<file path="src/design/ham_pkg.sv">
`timescale 1ns / 1ps
// ----------------------------------------------------------------------------
// ham_pkg
// Shared types, constants and the header match step for the header activity
// monitor.
// ----------------------------------------------------------------------------
package ham_pkg;

    // header storage and match position
    localparam int HEADER_BYTES = 8;
    localparam int HDR_W        = 64;
    localparam int LEN_W        = 4;
    localparam int POS_W        = 3;
    localparam int BYTE_W       = 8;

    // age and timeout
    localparam int TIMEOUT_W     = 16;
    localparam int AGE_WIDTH_DEF = 16;

    // configuration port
    localparam int APB_DATA_W = 64;
    localparam int APB_ADDR_W = 6;
    localparam int REG_IDX_LO = 3;

    // register reset values
    localparam logic             ENABLE_RST      = 1'b1;
    localparam logic [HDR_W-1:0] HEADER_RST      = '0;
    localparam logic [LEN_W-1:0] FIRST_LEN_RST   = 4'd1;
    localparam logic [LEN_W-1:0] SECOND_LEN_RST  = 4'd0;
    localparam logic [TIMEOUT_W-1:0] TIMEOUT_RST = 16'd1000;

    // register indexes (address bits above the 8-byte slot)
    typedef enum logic [2:0] {
        REG_ENABLE     = 3'd0,
        REG_FIRST_HDR  = 3'd1,
        REG_FIRST_LEN  = 3'd2,
        REG_SECOND_HDR = 3'd3,
        REG_SECOND_LEN = 3'd4,
        REG_TIMEOUT    = 3'd5
    } reg_index_t;

    // request kinds
    typedef enum logic {
        OP_BYTE = 1'b0,
        OP_TICK = 1'b1
    } opcode_t;

    // outcome of feeding one byte to one header matcher
    typedef struct packed {
        logic             done;
        logic [POS_W-1:0] pos;
    } feed_t;

    // one byte against one header: next position and completion
    function automatic feed_t ham_feed(
        input logic [HDR_W-1:0]  hdr,
        input logic [LEN_W-1:0]  len_reg,
        input logic [POS_W-1:0]  pos,
        input logic [BYTE_W-1:0] b
    );
        logic [LEN_W-1:0]  len_eff;
        logic [POS_W-1:0]  p;
        logic [LEN_W-1:0]  p_inc;
        logic [BYTE_W-1:0] ch;
        feed_t             r;
        len_eff = (len_reg > LEN_W'(HEADER_BYTES)) ? LEN_W'(HEADER_BYTES) : len_reg;
        p       = '0;
        p_inc   = '0;
        ch      = '0;
        r.done  = 1'b0;
        r.pos   = '0;
        if (len_eff != '0)
        begin
            // a stale position past the length restarts at zero
            p  = ({1'b0, pos} >= len_eff) ? '0 : pos;
            ch = hdr[{p, 3'b000} +: BYTE_W];
            if (b == ch)
            begin
                p_inc = {1'b0, p} + LEN_W'(1);
                if (p_inc >= len_eff)
                begin
                    r.done = 1'b1;
                end
                else
                begin
                    r.pos = p_inc[POS_W-1:0];
                end
            end
            else
            begin
                r.pos = (b == hdr[BYTE_W-1:0]) ? POS_W'(1) : '0;
            end
        end
        return r;
    endfunction

endpackage

</file>
<file path="src/design/ham_in_if.sv">
`timescale 1ns / 1ps
// ----------------------------------------------------------------------------
// ham_in_if
// Request channel: a received byte or a time tick, valid/ready handshake.
// ----------------------------------------------------------------------------
interface ham_in_if;
    logic                       valid;
    logic                       ready;
    logic                       opcode;
    logic [ham_pkg::BYTE_W-1:0] rx_byte;

    modport source (output valid, output opcode, output rx_byte, input ready);
    modport sink (input valid, input opcode, input rx_byte, output ready);
endinterface

</file>
<file path="src/design/ham_out_if.sv">
`timescale 1ns / 1ps
// ----------------------------------------------------------------------------
// ham_out_if
// Result channel: activity status per request, valid/ready handshake.
// ----------------------------------------------------------------------------
interface ham_out_if;
    logic valid;
    logic ready;
    logic signal_active;
    logic header_hit;
    logic timeout_event;

    modport source (output valid, output signal_active, output header_hit,
                    output timeout_event, input ready);
    modport sink (input valid, input signal_active, input header_hit,
                  input timeout_event, output ready);
endinterface

</file>
<file path="src/design/header_activity_monitor_unit.sv">
`timescale 1ns / 1ps
// ----------------------------------------------------------------------------
// header_activity_monitor_unit
// Watches a received byte stream for two header strings and tracks whether
// a header was seen within a tick timeout.
// ----------------------------------------------------------------------------
// Usage:
//   in_ch carries one request per handshake: a received byte (opcode byte)
//   or one time tick (opcode tick). out_ch returns exactly one result per
//   request, in order: signal_active, header_hit, timeout_event.
//   The result is in the output register the cycle after the request is
//   taken. Throughput is one request per cycle while the receiver takes
//   results; the match, age and flag update for a request is one pass of
//   logic between the request handshake and the output register.
//   When the receiver stalls, the output register holds its result and
//   in_ch.ready stays high only if that result is taken in the same cycle.
//   Registers are written over the APB port, 8-byte slots, index in
//   paddr[5:3]; writes are expected only while no request is in flight.
//   Writing the enable register clears the active flag and the age.
//   Reset: enable on, both headers zero, first length 1, second length 0,
//   timeout 1000 ticks, match positions, flag and age cleared, output empty.
// ----------------------------------------------------------------------------
module header_activity_monitor_unit #(
    parameter int AGE_WIDTH = ham_pkg::AGE_WIDTH_DEF
) (
    input  logic                           clk,
    input  logic                           rst_n,
    ham_in_if.sink                         in_ch,
    ham_out_if.source                      out_ch,
    input  logic                           psel,
    input  logic                           penable,
    input  logic                           pwrite,
    input  logic [ham_pkg::APB_ADDR_W-1:0] paddr,
    input  logic [ham_pkg::APB_DATA_W-1:0] pwdata,
    output logic [ham_pkg::APB_DATA_W-1:0] prdata,
    output logic                           pready
);

    localparam int CMP_W = (AGE_WIDTH > ham_pkg::TIMEOUT_W) ? AGE_WIDTH : ham_pkg::TIMEOUT_W;
    localparam logic [AGE_WIDTH-1:0] AGE_MAX = {AGE_WIDTH{1'b1}};

    // configuration registers
    logic                             enable_reg;
    logic [ham_pkg::HDR_W-1:0]        first_hdr_reg;
    logic [ham_pkg::LEN_W-1:0]        first_len_reg;
    logic [ham_pkg::HDR_W-1:0]        second_hdr_reg;
    logic [ham_pkg::LEN_W-1:0]        second_len_reg;
    logic [ham_pkg::TIMEOUT_W-1:0]    timeout_reg;

    // monitor state
    logic [ham_pkg::POS_W-1:0] first_pos_reg, first_pos_next;
    logic [ham_pkg::POS_W-1:0] second_pos_reg, second_pos_next;
    logic                      valid_flag_reg, valid_flag_next;
    logic [AGE_WIDTH-1:0]      age_reg, age_next;

    // output register
    logic out_valid_reg;
    logic active_reg, active_next;
    logic hit_reg, hit_next;
    logic tev_reg, tev_next;

    logic                          cfg_wr;
    logic [2:0]                    cfg_idx;
    logic                          in_take;
    logic [ham_pkg::TIMEOUT_W-1:0] timeout_eff;
    logic [AGE_WIDTH-1:0]          age_inc;
    ham_pkg::feed_t                first_fd;
    ham_pkg::feed_t                second_fd;

    // apb access
    assign pready  = 1'b1;
    assign cfg_wr  = psel && penable && pwrite && pready;
    assign cfg_idx = paddr[ham_pkg::APB_ADDR_W-1:ham_pkg::REG_IDX_LO];

    // register read back
    always_comb
    begin
        prdata = '0;
        case (cfg_idx)
            ham_pkg::REG_ENABLE:     prdata = ham_pkg::APB_DATA_W'(enable_reg);
            ham_pkg::REG_FIRST_HDR:  prdata = ham_pkg::APB_DATA_W'(first_hdr_reg);
            ham_pkg::REG_FIRST_LEN:  prdata = ham_pkg::APB_DATA_W'(first_len_reg);
            ham_pkg::REG_SECOND_HDR: prdata = ham_pkg::APB_DATA_W'(second_hdr_reg);
            ham_pkg::REG_SECOND_LEN: prdata = ham_pkg::APB_DATA_W'(second_len_reg);
            ham_pkg::REG_TIMEOUT:    prdata = ham_pkg::APB_DATA_W'(timeout_reg);
            default:                 prdata = '0;
        endcase
    end

    // configuration register writes
    always_ff @(posedge clk or negedge rst_n)
    begin
        if (!rst_n)
        begin
            enable_reg     <= ham_pkg::ENABLE_RST;
            first_hdr_reg  <= ham_pkg::HEADER_RST;
            first_len_reg  <= ham_pkg::FIRST_LEN_RST;
            second_hdr_reg <= ham_pkg::HEADER_RST;
            second_len_reg <= ham_pkg::SECOND_LEN_RST;
            timeout_reg    <= ham_pkg::TIMEOUT_RST;
        end
        else if (cfg_wr)
        begin
            case (cfg_idx)
                ham_pkg::REG_ENABLE:     enable_reg     <= pwdata[0];
                ham_pkg::REG_FIRST_HDR:  first_hdr_reg  <= pwdata[ham_pkg::HDR_W-1:0];
                ham_pkg::REG_FIRST_LEN:  first_len_reg  <= pwdata[ham_pkg::LEN_W-1:0];
                ham_pkg::REG_SECOND_HDR: second_hdr_reg <= pwdata[ham_pkg::HDR_W-1:0];
                ham_pkg::REG_SECOND_LEN: second_len_reg <= pwdata[ham_pkg::LEN_W-1:0];
                ham_pkg::REG_TIMEOUT:    timeout_reg    <= pwdata[ham_pkg::TIMEOUT_W-1:0];
                default:                 ;
            endcase
        end
    end

    // handshake: take a request when the output register is free or drains
    assign in_take      = in_ch.valid && in_ch.ready;
    assign in_ch.ready  = !out_valid_reg || out_ch.ready;

    // header matchers, second one only sees bytes the first did not complete
    assign first_fd  = ham_pkg::ham_feed(first_hdr_reg, first_len_reg, first_pos_reg,
                                         in_ch.rx_byte);
    assign second_fd = ham_pkg::ham_feed(second_hdr_reg, second_len_reg, second_pos_reg,
                                         in_ch.rx_byte);

    // effective timeout and saturating age step
    assign timeout_eff = (timeout_reg == '0) ? ham_pkg::TIMEOUT_W'(1) : timeout_reg;
    assign age_inc     = (age_reg != AGE_MAX) ? age_reg + AGE_WIDTH'(1) : age_reg;

    // next state and result for one request
    always_comb
    begin
        first_pos_next  = first_pos_reg;
        second_pos_next = second_pos_reg;
        valid_flag_next = valid_flag_reg;
        age_next        = age_reg;
        hit_next        = 1'b0;
        tev_next        = 1'b0;
        if (in_ch.opcode == ham_pkg::OP_BYTE)
        begin
            if (enable_reg)
            begin
                first_pos_next = first_fd.pos;
                if (first_fd.done)
                begin
                    hit_next = 1'b1;
                end
                else
                begin
                    second_pos_next = second_fd.pos;
                    hit_next        = second_fd.done;
                end
                if (hit_next)
                begin
                    valid_flag_next = 1'b1;
                    age_next        = '0;
                end
            end
        end
        else
        begin
            age_next = age_inc;
            if (!enable_reg)
            begin
                valid_flag_next = 1'b0;
            end
            else if (valid_flag_reg && (CMP_W'(age_inc) >= CMP_W'(timeout_eff)))
            begin
                valid_flag_next = 1'b0;
                tev_next        = 1'b1;
            end
        end
        active_next = enable_reg && valid_flag_next &&
                      (CMP_W'(age_next) < CMP_W'(timeout_eff));
    end

    // monitor state update; an enable write clears flag and age
    always_ff @(posedge clk or negedge rst_n)
    begin
        if (!rst_n)
        begin
            first_pos_reg  <= '0;
            second_pos_reg <= '0;
            valid_flag_reg <= 1'b0;
            age_reg        <= '0;
        end
        else if (cfg_wr && (cfg_idx == ham_pkg::REG_ENABLE))
        begin
            valid_flag_reg <= 1'b0;
            age_reg        <= '0;
        end
        else if (in_take)
        begin
            first_pos_reg  <= first_pos_next;
            second_pos_reg <= second_pos_next;
            valid_flag_reg <= valid_flag_next;
            age_reg        <= age_next;
        end
    end

    // output valid
    always_ff @(posedge clk or negedge rst_n)
    begin
        if (!rst_n)
        begin
            out_valid_reg <= 1'b0;
        end
        else if (in_take)
        begin
            out_valid_reg <= 1'b1;
        end
        else if (out_ch.ready)
        begin
            out_valid_reg <= 1'b0;
        end
    end

    // output payload
    always_ff @(posedge clk)
    begin
        if (in_take)
        begin
            active_reg <= active_next;
            hit_reg    <= hit_next;
            tev_reg    <= tev_next;
        end
    end

    assign out_ch.valid         = out_valid_reg;
    assign out_ch.signal_active = active_reg;
    assign out_ch.header_hit    = hit_reg;
    assign out_ch.timeout_event = tev_reg;

    // a completed header always leaves the signal active
    a_hit_active: assert property (@(posedge clk) disable iff (!rst_n)
        (out_valid_reg && hit_reg) |-> active_reg)
        else $error("header hit without active signal");

    // a timeout leaves the signal inactive and is never reported with a hit
    a_tev_inactive: assert property (@(posedge clk) disable iff (!rst_n)
        (out_valid_reg && tev_reg) |-> (!active_reg && !hit_reg))
        else $error("timeout event with active signal or hit");

    // every taken request produces a result in the next cycle
    a_take_result: assert property (@(posedge clk) disable iff (!rst_n)
        in_take |=> out_valid_reg)
        else $error("request taken without result");

    // the flag cannot rise on a tick
    a_flag_rise: assert property (@(posedge clk) disable iff (!rst_n)
        (in_take && (in_ch.opcode == ham_pkg::OP_TICK)) |=> !$rose(valid_flag_reg))
        else $error("active flag set by a tick");

endmodule
</file>
<file path="src/flat_wrapper.sv">
// flat-port wrapper written by rule: the top's interface ports become plain ports
module header_activity_monitor_unit_flat 
#(
    parameter int AGE_WIDTH = ham_pkg::AGE_WIDTH_DEF
)
  (clk, rst_n, psel, penable, pwrite, paddr, pwdata, prdata, pready, in_ch_valid, in_ch_opcode, in_ch_rx_byte, in_ch_ready, out_ch_valid, out_ch_signal_active, out_ch_header_hit, out_ch_timeout_event, out_ch_ready);
  ham_in_if in_ch_i ();
  ham_out_if out_ch_i ();
  input  logic clk;
  input  logic rst_n;
  input  logic psel;
  input  logic penable;
  input  logic pwrite;
  input  logic [ham_pkg::APB_ADDR_W-1:0] paddr;
  input  logic [ham_pkg::APB_DATA_W-1:0] pwdata;
  output logic [ham_pkg::APB_DATA_W-1:0] prdata;
  output logic pready;
  input wire logic [$bits(in_ch_i.valid)-1:0] in_ch_valid;
  input wire logic [$bits(in_ch_i.opcode)-1:0] in_ch_opcode;
  input wire logic [$bits(in_ch_i.rx_byte)-1:0] in_ch_rx_byte;
  output wire logic [$bits(in_ch_i.ready)-1:0] in_ch_ready;
  output wire logic [$bits(out_ch_i.valid)-1:0] out_ch_valid;
  output wire logic [$bits(out_ch_i.signal_active)-1:0] out_ch_signal_active;
  output wire logic [$bits(out_ch_i.header_hit)-1:0] out_ch_header_hit;
  output wire logic [$bits(out_ch_i.timeout_event)-1:0] out_ch_timeout_event;
  input wire logic [$bits(out_ch_i.ready)-1:0] out_ch_ready;
  assign in_ch_i.valid = in_ch_valid;
  assign in_ch_i.opcode = in_ch_opcode;
  assign in_ch_i.rx_byte = in_ch_rx_byte;
  assign in_ch_ready = in_ch_i.ready;
  assign out_ch_valid = out_ch_i.valid;
  assign out_ch_signal_active = out_ch_i.signal_active;
  assign out_ch_header_hit = out_ch_i.header_hit;
  assign out_ch_timeout_event = out_ch_i.timeout_event;
  assign out_ch_i.ready = out_ch_ready;
  header_activity_monitor_unit #(.AGE_WIDTH(AGE_WIDTH)) u_core (.clk(clk), .rst_n(rst_n), .in_ch(in_ch_i), .out_ch(out_ch_i), .psel(psel), .penable(penable), .pwrite(pwrite), .paddr(paddr), .pwdata(pwdata), .prdata(prdata), .pready(pready));
endmodule
</file>
<file path="config.mk">
export PLATFORM = sky130hd
export DESIGN_NAME = header_activity_monitor_unit_flat
export DESIGN_NICKNAME = d
export VERILOG_FILES = /design/src/design/ham_pkg.sv /design/src/design/ham_in_if.sv /design/src/design/ham_out_if.sv /design/src/design/header_activity_monitor_unit.sv /design/src/flat_wrapper.sv
export SDC_FILE = /design/constraint.sdc
export NUM_CORES = 1
export LEC_CHECK = 0
export BUFFER_PORTS_ARGS = -buffer_cell sky130_fd_sc_hd__buf_2
export CAP_MARGIN = 15
export CORE_MARGIN = 2
export CORE_UTILIZATION = 55
export DETAILED_ROUTE_END_ITERATION = 8
export GPL_ROUTABILITY_DRIVEN = 1
export GPL_TIMING_DRIVEN = 0
export PLACE_DENSITY = 0.85
export SETUP_SLACK_MARGIN = 0.05
export SLEW_MARGIN = 20
export SYNTH_ARGS = -nofsm -noshare
export SYNTH_HDL_FRONTEND = slang
export SYNTH_SLANG_ARGS = --single-unit
</file>
<file path="constraint.sdc">
create_clock -name clk -period 12.2 [get_ports clk]
set_input_delay 2.44 -clock clk [delete_from_list [all_inputs] [get_ports clk]]
set_output_delay 2.44 -clock clk [all_outputs]
set_load 0.05 [all_outputs]
</file>
After elaboration in Yosys (flattened, before gate mapping)

Index checks and enable logic that the tools add are counted.

Word-level logic and storage cells: 103
Register bits: 180
Input port bits: 86
Output and inout port bits: 70

Shifts and indexed selects: 2
Reduce and logical (&&, ||, !) cells: 25
Bitwise gates (word level): 4
Equal/unequal tests: 10
$add $sub $neg: 3
Muxes and demuxes: 37
Magnitude comparators: 8

Operator list:

| kind                                                 | count |
|---|---|
| case mux 64 bit (6 select lines)                     | 1 |
| indexed part select 64 x 7 -> 8 bit                  | 2 |
| two-way mux 16 bit                                   | 7 |
| equality test 8 bit                                  | 4 |
| two-way mux 1 bit                                    | 19 |
| two-way mux 3 bit                                    | 6 |
| adder 16 x 1 -> 16 bit (second input constant)       | 1 |
| >= comparator 16 bit                                 | 1 |
| zero test 16 bit                                     | 1 |
| less-than comparator 16 bit                          | 1 |
| two-way mux 4 bit                                    | 4 |
| != test 16 bit (second input constant)               | 1 |
| AND reduction 2 bit                                  | 7 |
| adder 3 x 1 -> 4 bit (second input constant)         | 2 |
| >= comparator 3 x 4 -> 1 bit                         | 2 |
| >= comparator 4 bit                                  | 2 |
| > comparator 4 bit (second input constant)           | 2 |
| nonzero test 4 bit                                   | 2 |
| logical AND 1 bit                                    | 7 |
| equality test 3 x 2 -> 1 bit (second input constant) | 2 |
| equality test 3 bit (second input constant)          | 2 |
| AND reduction 5 bit                                  | 1 |
| inverter 1 bit                                       | 4 |
| AND reduction 4 bit                                  | 1 |
| other kinds (6)                                      | 7 |

Longest topological paths before layout

Gate-level depths: netlist of run 1.

Depth in word-level cells: 17
Gate-level depth with buffers: 28
Depth with buffers taken out: 26

Worst setup path after synthesis of run 1

No wires, ideal clock.

Path kind: in2out
Start: in paddr[5] (netlist name)
End: out prdata[0] (netlist name)
Buffers on the path: 3
Data arrival time: 4.400 ns
Data required time: 9.760 ns
Stages: 5
Setup slack: 5.360 ns
Path through: clkbuf_1 buf_1 buf_1 a31oi_1 o22ai_1

Word-level cells in the longest chain between the ends: 2
Elaborated cells between the ends (all ways): 7
Those cells by class: eq/ne: 5; mux: 1; reduce/logical: 1

Ends and longest elaborated chain:

| what                                              | line                               | source |
|---|---|---|
| from (decl)                                       | flat_wrapper.sv:14                 | `input logic [ham_pkg::APB_ADDR_W-1:0] paddr;` |
| equality test 3 bit, or another cell as far along | header_activity_monitor_unit.sv:79 | `case (cfg_idx)` |
| case mux 64 bit (6 select lines) *                | header_activity_monitor_unit.sv:79 |  |
| to (decl)                                         | flat_wrapper.sv:16                 | `output logic [ham_pkg::APB_DATA_W-1:0] prdata;` |

Mark *: on every way between the ends. The rest lies on a longest branch, timed or not.

Worst setup path in the final report of run 1

Start: in paddr[4] (netlist name)
End: out prdata[41] (netlist name)

The elaborated chain is that of the path after synthesis.

==> results.sh, run 1 <==
export IMPL_fin_setup_tns_ns=0
export IMPL_grt_pass1_wl_mm=58.3
export IMPL_fp_coreArea_sq_um=20400
export IMPL_first_pass_iters=6
export IMPL_dieArea_sq_um=22000
export IMPL_required_ns=9.76
export IMPL_synth_seq_area_share_pct=39.5
export IMPL_synth_main_ff_cell="dfrtp_1"
export IMPL_postCtsSetupBuffers=0
export IMPL_dp_cells=1542
export IMPL_crit_family="buffers and inverters"
export IMPL_critPathSlowestCell="nor3_1"
export IMPL_timing_fmax_mhz=135
export IMPL_maxCapViolCount=0
export IMPL_wire_per_inst_microns=24.3
export IMPL_status="completed"
export IMPL_ios=156
export IMPL_regToRegEndpoint="u_core.out_ch.signal_active"
export IMPL_area_growth_pct=15.4
export IMPL_min_path_cells=1
export IMPL_rr_startpoint="u_core.second_pos_reg[0]"
export IMPL_insertion_delay_ns=0.45
export IMPL_crit_chain="buf_2, clkbuf_1, nor3_1, clkbuf_1, a22o_1, buf_2"
export IMPL_syn_avg_cell_area_sq_um=10.2
export IMPL_multi_input_area_sq_um=6450
export IMPL_power_density_nw_per_um2=169
export IMPL_cts_resized=0
export IMPL_die_y_microns=148
export IMPL_cts_htree_levels=4
export IMPL_final_util_pct=64.9
export IMPL_hold_buffers=0
export IMPL_postRouteAntennaNets=0
export IMPL_crit_path_end_kind="primary output"
export IMPL_cts_num_sinks=180
export IMPL_drc=0
export IMPL_ff2ff_path_depth=27
export IMPL_gp_congestion=1.00
export IMPL_ys_types=91
export IMPL_portBuffers=148
export IMPL_wl_mm=38.3
export IMPL_final_min_clock_period_ns=7.42
export IMPL_overflow=0
export IMPL_critical_path_class="in -> out"
export IMPL_worstPathMaxFanout=10
export IMPL_ir_drop_uv=104
export IMPL_fill_cells=1592
export IMPL_dpl_instance_area_sq_um=12600
export IMPL_num_antenna_cells=0
export IMPL_finalPower_w=0.00224
export IMPL_cp_arrival_ns=4.98
export IMPL_worst_pin_slew_ns=1.19
export IMPL_place_hpwl_mm=28.6
export IMPL_grt_antenna_before_repair=0
export IMPL_clk_pin_slew_worst_paths_ns=0.08
export IMPL_grt_setup_unrepaired="no"
export IMPL_grt_pass1_vias=10249
export IMPL_async_reset_ff_share_pct=98.3
export IMPL_routed_via_density=6.69
export IMPL_finalHoldViolations=0
export IMPL_clockBufferDepth=2
export IMPL_die_x_microns=148
export IMPL_ys_ff_latch=180
export IMPL_fin_area_sq_um=13200
export IMPL_final_max_slew_violation_count=0
export IMPL_initial_core_util_pct=56.2
export IMPL_cts_buffers_inserted=17
export IMPL_drive_gt1_share_pct=28.8
export IMPL_grt_max_degree=104
export IMPL_syn_area_sq_um=11500
export IMPL_cts_tree="yes"
export IMPL_fin_skew_ns=0.0185
export IMPL_synthCells=1123
export IMPL_p_leak_nw=6.07
export IMPL_regToRegSetupSlack_ns=5.29
export IMPL_relSlewSlack_pct=20.2
export IMPL_floorplan_rows=52
export IMPL_syn_nets=1255
export IMPL_nets=1423
export IMPL_max_stage_delay_ns=0.77
export IMPL_fin_cells=1574
export IMPL_crit_buf_inv=4
export IMPL_synth_edf_count=3
export IMPL_whs_endpoint="u_core.second_hdr_reg[51]"
export IMPL_yosysWarnings=0
export IMPL_crit_path_start_kind="primary input"
export IMPL_hold_path_class="reg -> reg"
export IMPL_finalSetupViolCount=0
export IMPL_regArea_sq_um=4530
export IMPL_min_from="u_core.second_hdr_reg[51]"
export IMPL_drt_iter0_drc=1330
export IMPL_grt_util_all_layers_pct=35.0
export IMPL_dr_total_vias=10526
export IMPL_cts_root_buf="clkbuf_16"
export IMPL_fin_crit_sh_pct=60.8
synth_stat cells (7+ instances only):
library cell / instances / area (sq um)
o21ai_0: 49 / 245
clkbuf_1: 52 / 195
nand4_1: 17 / 106
mux2_2: 141 / 1590
buf_2: 7 / 35.0
inv_1: 37 / 139
ha_1: 46 / 576
nor2_1: 53 / 199
mux2i_1: 41 / 410
nor3_1: 19 / 95.1
a22o_1: 49 / 429
nand2_1: 99 / 372
a22oi_1: 12 / 90.1
xnor2_1: 29 / 254
a31oi_1: 8 / 50.1
dfstp_2: 8 / 210
xor2_1: 10 / 87.6
nor2b_1: 11 / 68.8
nor4_1: 9 / 56.3
dfrtp_1: 169 / 4230
a211oi_1: 7 / 52.6
a221oi_1: 9 / 78.8
a21o_1: 10 / 75.1
a21oi_1: 65 / 325
nand3_1: 26 / 130
cells in the final DEF (no fill, tap or decap), drive strengths merged, types with 46 or more instances in the layout:
cell,instances
o21ai,55
nor2,55
a22o,51
dfrtp,169
mux2,141
buf,167
ha,46
a21oi,65
nand2,100
clkbuf,71
kinds of logic after synthesis:
family | count (synthesis) | share of synthesized area (%)
muxes | 187 | 18.5
AOI/OAI and AO/OA | 283 | 17.8
other | 1 | 0.0327
and+or+nand+nor | 276 | 12.0
xor gates and xnor gates | 39 | 2.98
adders and majority gates | 46 | 5.03
DFF | 180 | 39.5
buffers and inverters | 111 | 4.22
area by class of cell:
cell class	count	share of cell area [%]
clock inverters	15	1.66
clock buffers	17	3.22
plain buffers	72	2.55
repair buffers	149	5.89
well taps	270	2.56
flip-flops and latches	180	34.3
inverters	39	1.11
multi-input cells	832	48.8
worst max-delay path by stage:
stage	cells after the start	to	slack [ns]	from
3_3_place_gp	6	prdata[3]	4.89	paddr[3]
2_1_floorplan	5	prdata[0]	5.36	paddr[5]
3_5_place_dp	6	prdata[2]	4.89	paddr[3]
4_1_cts	6	prdata[41]	4.83	paddr[3]
5_1_grt	6	prdata[41]	4.79	paddr[3]
6_report	6	prdata[41]	4.78	paddr[4]
through the flow:
step / worst slack [ns] / hold WS, ns
CTS: 4.83 / 0.539
global placement: 4.89 / 0.503
detailed placement: 4.89 / 0.519
global route: 4.79 / 0.559
floorplan: 5.36 / 0.495
finish: 4.78 / 0.539
worst register-to-register path: stages, from the launching register on:
cell and delay, ns:
dfrtp_1 0.48, inv_1 0.11, clkbuf_1 0.40, ha_1 0.22, nor2b_1 0.06, o21a_1 0.20, o21ai_1 0.50, inv_1 0.13
ha_1 0.35, ha_1 0.28, a21o_1 0.15, a21o_1 0.17, a21oi_1 0.39, nor2_1 0.13, a221oi_2 0.71, buf_2 0.39
nand2_1 0.11, nand2_1 0.09, ha_1 0.26, a21o_1 0.17, a21oi_1 0.13, nor2b_1 0.05, o21ai_0 0.25, nand2b_1 0.13
a21oi_1 0.24, o221ai_1 0.17, a21o_2 0.22, a211oi_1 0.22
per-layer routing:
layer  vias to the layer above  track usage, %  part of all wire [%]
met3                       138            10.3                    13
met5                         -               0                     0
met4                         0            15.6                   4.4
met1                      5128            49.6                    41
li1                       4513               -                     -
met2                       747            49.7                    42
power breakdown:
group          internal (W)  switching (W)
clock              0.000287       0.000303
sequential         0.000715       0.000136
combinational      0.000324       0.000472
Note: power is estimated with default switching activity, not from simulation.
==> inputs of run 2 (changes only) <==
--- a/config.mk
+++ b/config.mk
@@ -5,6 +5,7 @@
 export SDC_FILE = /design/constraint.sdc
 export NUM_CORES = 1
 export LEC_CHECK = 0
+export ABC_AREA = 1
 export BUFFER_PORTS_ARGS = -buffer_cell sky130_fd_sc_hd__buf_2
 export CAP_MARGIN = 15
 export CORE_MARGIN = 2
==> constraint.sdc (replaced) <==
create_clock -name clk -period 6.9 [get_ports clk]
set_input_delay 1.38 -clock clk [delete_from_list [all_inputs] [get_ports clk]]
set_output_delay 1.38 -clock clk [all_outputs]
set_load 0.05 [all_outputs]
==> results.sh, run 2 <==
export IMPL_status="completed"
export IMPL_hold_path_class="reg -> reg"
export IMPL_synth_seq_area_share_pct=39.4
export IMPL_initial_core_util_pct=56.5
export IMPL_final_min_clock_period_ns=6.43
export IMPL_drc=0
export IMPL_syn_avg_cell_area_sq_um=7.21
export IMPL_synth_top_area_share_pct=36.8
export IMPL_crit_path_end_kind="register"
export IMPL_fp_coreArea_sq_um=20400
export IMPL_regArea_sq_um=4530
export IMPL_fin_crit_sh_pct=93.2
export IMPL_clk_pin_slew_worst_paths_ns=0.08
export IMPL_fin_setup_tns_ns=0
export IMPL_critPathSlowestCell="dfrtp_1"
export IMPL_syn_area_sq_um=11500
export IMPL_dr_total_vias=12444
export IMPL_fill_cells=1855
export IMPL_min_path_cells=2
export IMPL_cts_buffers_inserted=17
export IMPL_overflow=0
export IMPL_floorplan_rows=52
export IMPL_crit_path_start_kind="register"
export IMPL_critical_path_class="reg -> reg"
export IMPL_grt_max_degree=91
export IMPL_cts_num_sinks=180
export IMPL_dp_cells=2016
export IMPL_synth_main_ff_cell="dfrtp_1"
export IMPL_drive_gt1_share_pct=14.0
export IMPL_yosys_area_share_xor_xnor_pct=1.67
export IMPL_timing_fmax_mhz=155
export IMPL_multi_input_area_sq_um=5740
export IMPL_required_ns=7.19
export IMPL_regToRegEndpoint="u_core.out_ch.signal_active"
export IMPL_syn_nets=1727
export IMPL_met2_length_mm=18.7
export IMPL_synth_fa_ha_area_share_pct=5.00
export IMPL_min_from="u_core.second_hdr_reg[44]"
export IMPL_final_common_cell="nand2_1"
export IMPL_p_leak_nw=6.93
export IMPL_gp_congestion=1.05
export IMPL_whs_ns=0.492
export IMPL_grt_util_all_layers_pct=40.6
export IMPL_fin_skew_ns=0.0182
export IMPL_first_pass_iters=6
export IMPL_fin_cells=2048
export IMPL_async_reset_ff_share_pct=98.3
export IMPL_whs_endpoint="u_core.second_hdr_reg[44]"
export IMPL_synthSimpleGateAreaFrac_pct=26.5
export IMPL_synthMuxAreaShare_pct=0
export IMPL_regToRegSetupSlack_ns=0.47
export IMPL_yosys_top_cells_area="dfrtp_1 (37%), nand2_1 (16%), o21ai_0 (8.5%)"
export IMPL_dieArea_sq_um=22100
export IMPL_nets=1897
export IMPL_insertion_delay_ns=0.45
export IMPL_wire_per_inst_microns=21.7
export IMPL_synth_compound_area_share_pct=16.7
export IMPL_dr_wl_met3_mm=5.79
export IMPL_maxCapViolCount=0
export IMPL_portBuffers=150
export IMPL_drt_met1_wl_mm=18.6
export IMPL_yosysWarnings=0
export IMPL_cts_htree_levels=4
export IMPL_area_growth_pct=15.2
export IMPL_rr_startpoint="u_core.first_pos_reg[0]"
export IMPL_worst_path_most_repeated_cell="nand2_1"
export IMPL_synth_edf_count=3
export IMPL_ff2ff_path_depth=32
export IMPL_drt_iter0_drc=1752
export IMPL_cts_root_buf="clkbuf_16"
export IMPL_power_density_nw_per_um2=274
export IMPL_synthTopCellsByCount="nand2_1 (497), inv_1 (228), o21ai_0 (195)"
export IMPL_cts_resized=0
export IMPL_postRouteAntennaNets=0
export IMPL_routed_via_density=6.08
export IMPL_ir_drop_uv=233
export IMPL_ys_types=47
export IMPL_synth_top_family_by_area="simple AND/OR/NAND/NOR gates"
export IMPL_die_y_microns=149
export IMPL_ys_ff_latch=180
export IMPL_yosysTopAreaCell="dfrtp_1"
export IMPL_worst_pin_slew_ns=1.03
export IMPL_clockBufferDepth=2
export IMPL_grt_pass1_wl_mm=67.1
export IMPL_final_cell_mix="nand2_1 (497), inv_1 (228), o21ai_0 (195)"
export IMPL_wl_mm=44.5
export IMPL_finalPower_w=0.00363
export IMPL_finalSetupViolCount=0
export IMPL_final_util_pct=65.1
export IMPL_synthCells=1595
export IMPL_final_max_slew_violation_count=0
export IMPL_num_antenna_cells=0
export IMPL_die_x_microns=149
export IMPL_grt_setup_unrepaired="no"
export IMPL_grt_pass1_vias=11672
export IMPL_finalHoldViolations=0
export IMPL_relSlewSlack_pct=30.8
export IMPL_cts_tree="yes"
export IMPL_highest_layer="met4"
export IMPL_place_hpwl_mm=34.2
export IMPL_grt_antenna_before_repair=0
export IMPL_hold_buffers=0
export IMPL_worstPathMaxFanout=10
export IMPL_cp_arrival_ns=6.73
export IMPL_max_stage_delay_ns=0.46
export IMPL_postCtsSetupBuffers=0
export IMPL_synthMostInstantiatedCell="nand2_1"
export IMPL_ios=156
run 2: cell types whose count changed in the layout (fill, tap and decap cells not counted), moves of 25 or more:
| cell | change |
|---|---|
| inv_1 | +191 |
| nand3_1 | +83 |
| a21oi_1 | -43 |
| mux2i_1 | -41 |
| mux2_2 | -141 |
| nand4_1 | +25 |
| nand2_1 | +398 |
| o21ai_0 | +146 |
run 2: metal layers:
layer | GRT usage [%] | vias to the layer above
li1 | - | 5566
met1 | 61.0 | 5882
met2 | 57.9 | 886
met3 | 8.93 | 110
met4 | 13.9 | 0
met5 | 0 | -
run 2: how the worst max path moves through the flow:
stage,endpoint,cells after the start,slack (ns),startpoint
3_5_place_dp,u_core.out_ch.signal_active,32,0.54,u_core.first_pos_reg[0]
4_1_cts,u_core.out_ch.signal_active,32,0.50,u_core.first_pos_reg[0]
2_1_floorplan,u_core.out_ch.signal_active,32,2.19,u_core.first_pos_reg[0]
3_3_place_gp,u_core.out_ch.signal_active,32,0.64,u_core.first_pos_reg[0]
5_1_grt,u_core.out_ch.signal_active,32,0.15,u_core.first_pos_reg[0]
6_report,u_core.out_ch.signal_active,32,0.47,u_core.first_pos_reg[0]
run 2: where the power goes:
group | total, W | internal [W] | switching [W]
clock | 0.00103 | 0.000532 | 0.000501
combinational | 0.00115 | 0.000362 | 0.000787
sequential | 0.00145 | 0.00126 | 0.000183
total | 0.00363 | 0.00216 | 0.00147
run 2: cell type report:
| cell class | instances | share of cell area, % |
|---|---|---|
| clock inverters | 14 | 1.33 |
| repair buffers | 151 | 5.95 |
| multi-input cells | 1100 | 43.3 |
| clock buffers | 18 | 3.31 |
| plain buffers | 78 | 2.64 |
| well taps | 270 | 2.55 |
| inverters | 237 | 6.71 |
| flip-flops and latches | 180 | 34.2 |
run 2: cell families (layout without fill, tap and decap cells):
kind of cell / count (synthesis) / after routing
fa+ha+maj: 46 / 46
flops: 180 / 180
other cells: 1 / 1
simple gates: 714 / 714
buf+inv: 315 / 498
compound gates: 317 / 317
xor+xnor: 22 / 22
run 2: worst max-delay path, delay by kind of cell, from the launching register on:
family / cells / cell delay (ns)
flip-flops: 1 / 0.46
adder cells (fa/ha/maj): 4 / 1.24
AO/OA/AOI/OAI: 9 / 1.79
buffers and inverters: 7 / 1.42
AND/OR/NAND/NOR: 12 / 1.33
run 2: metrics by stage:
step           cell area, sq um  setup slack, ns
4_1_cts                   13200            0.497
3_5_place_dp              12600            0.536
2_1_floorplan             11500             2.19
3_3_place_gp              12600            0.643
5_1_grt                   13300            0.149
6_report                  13300            0.468
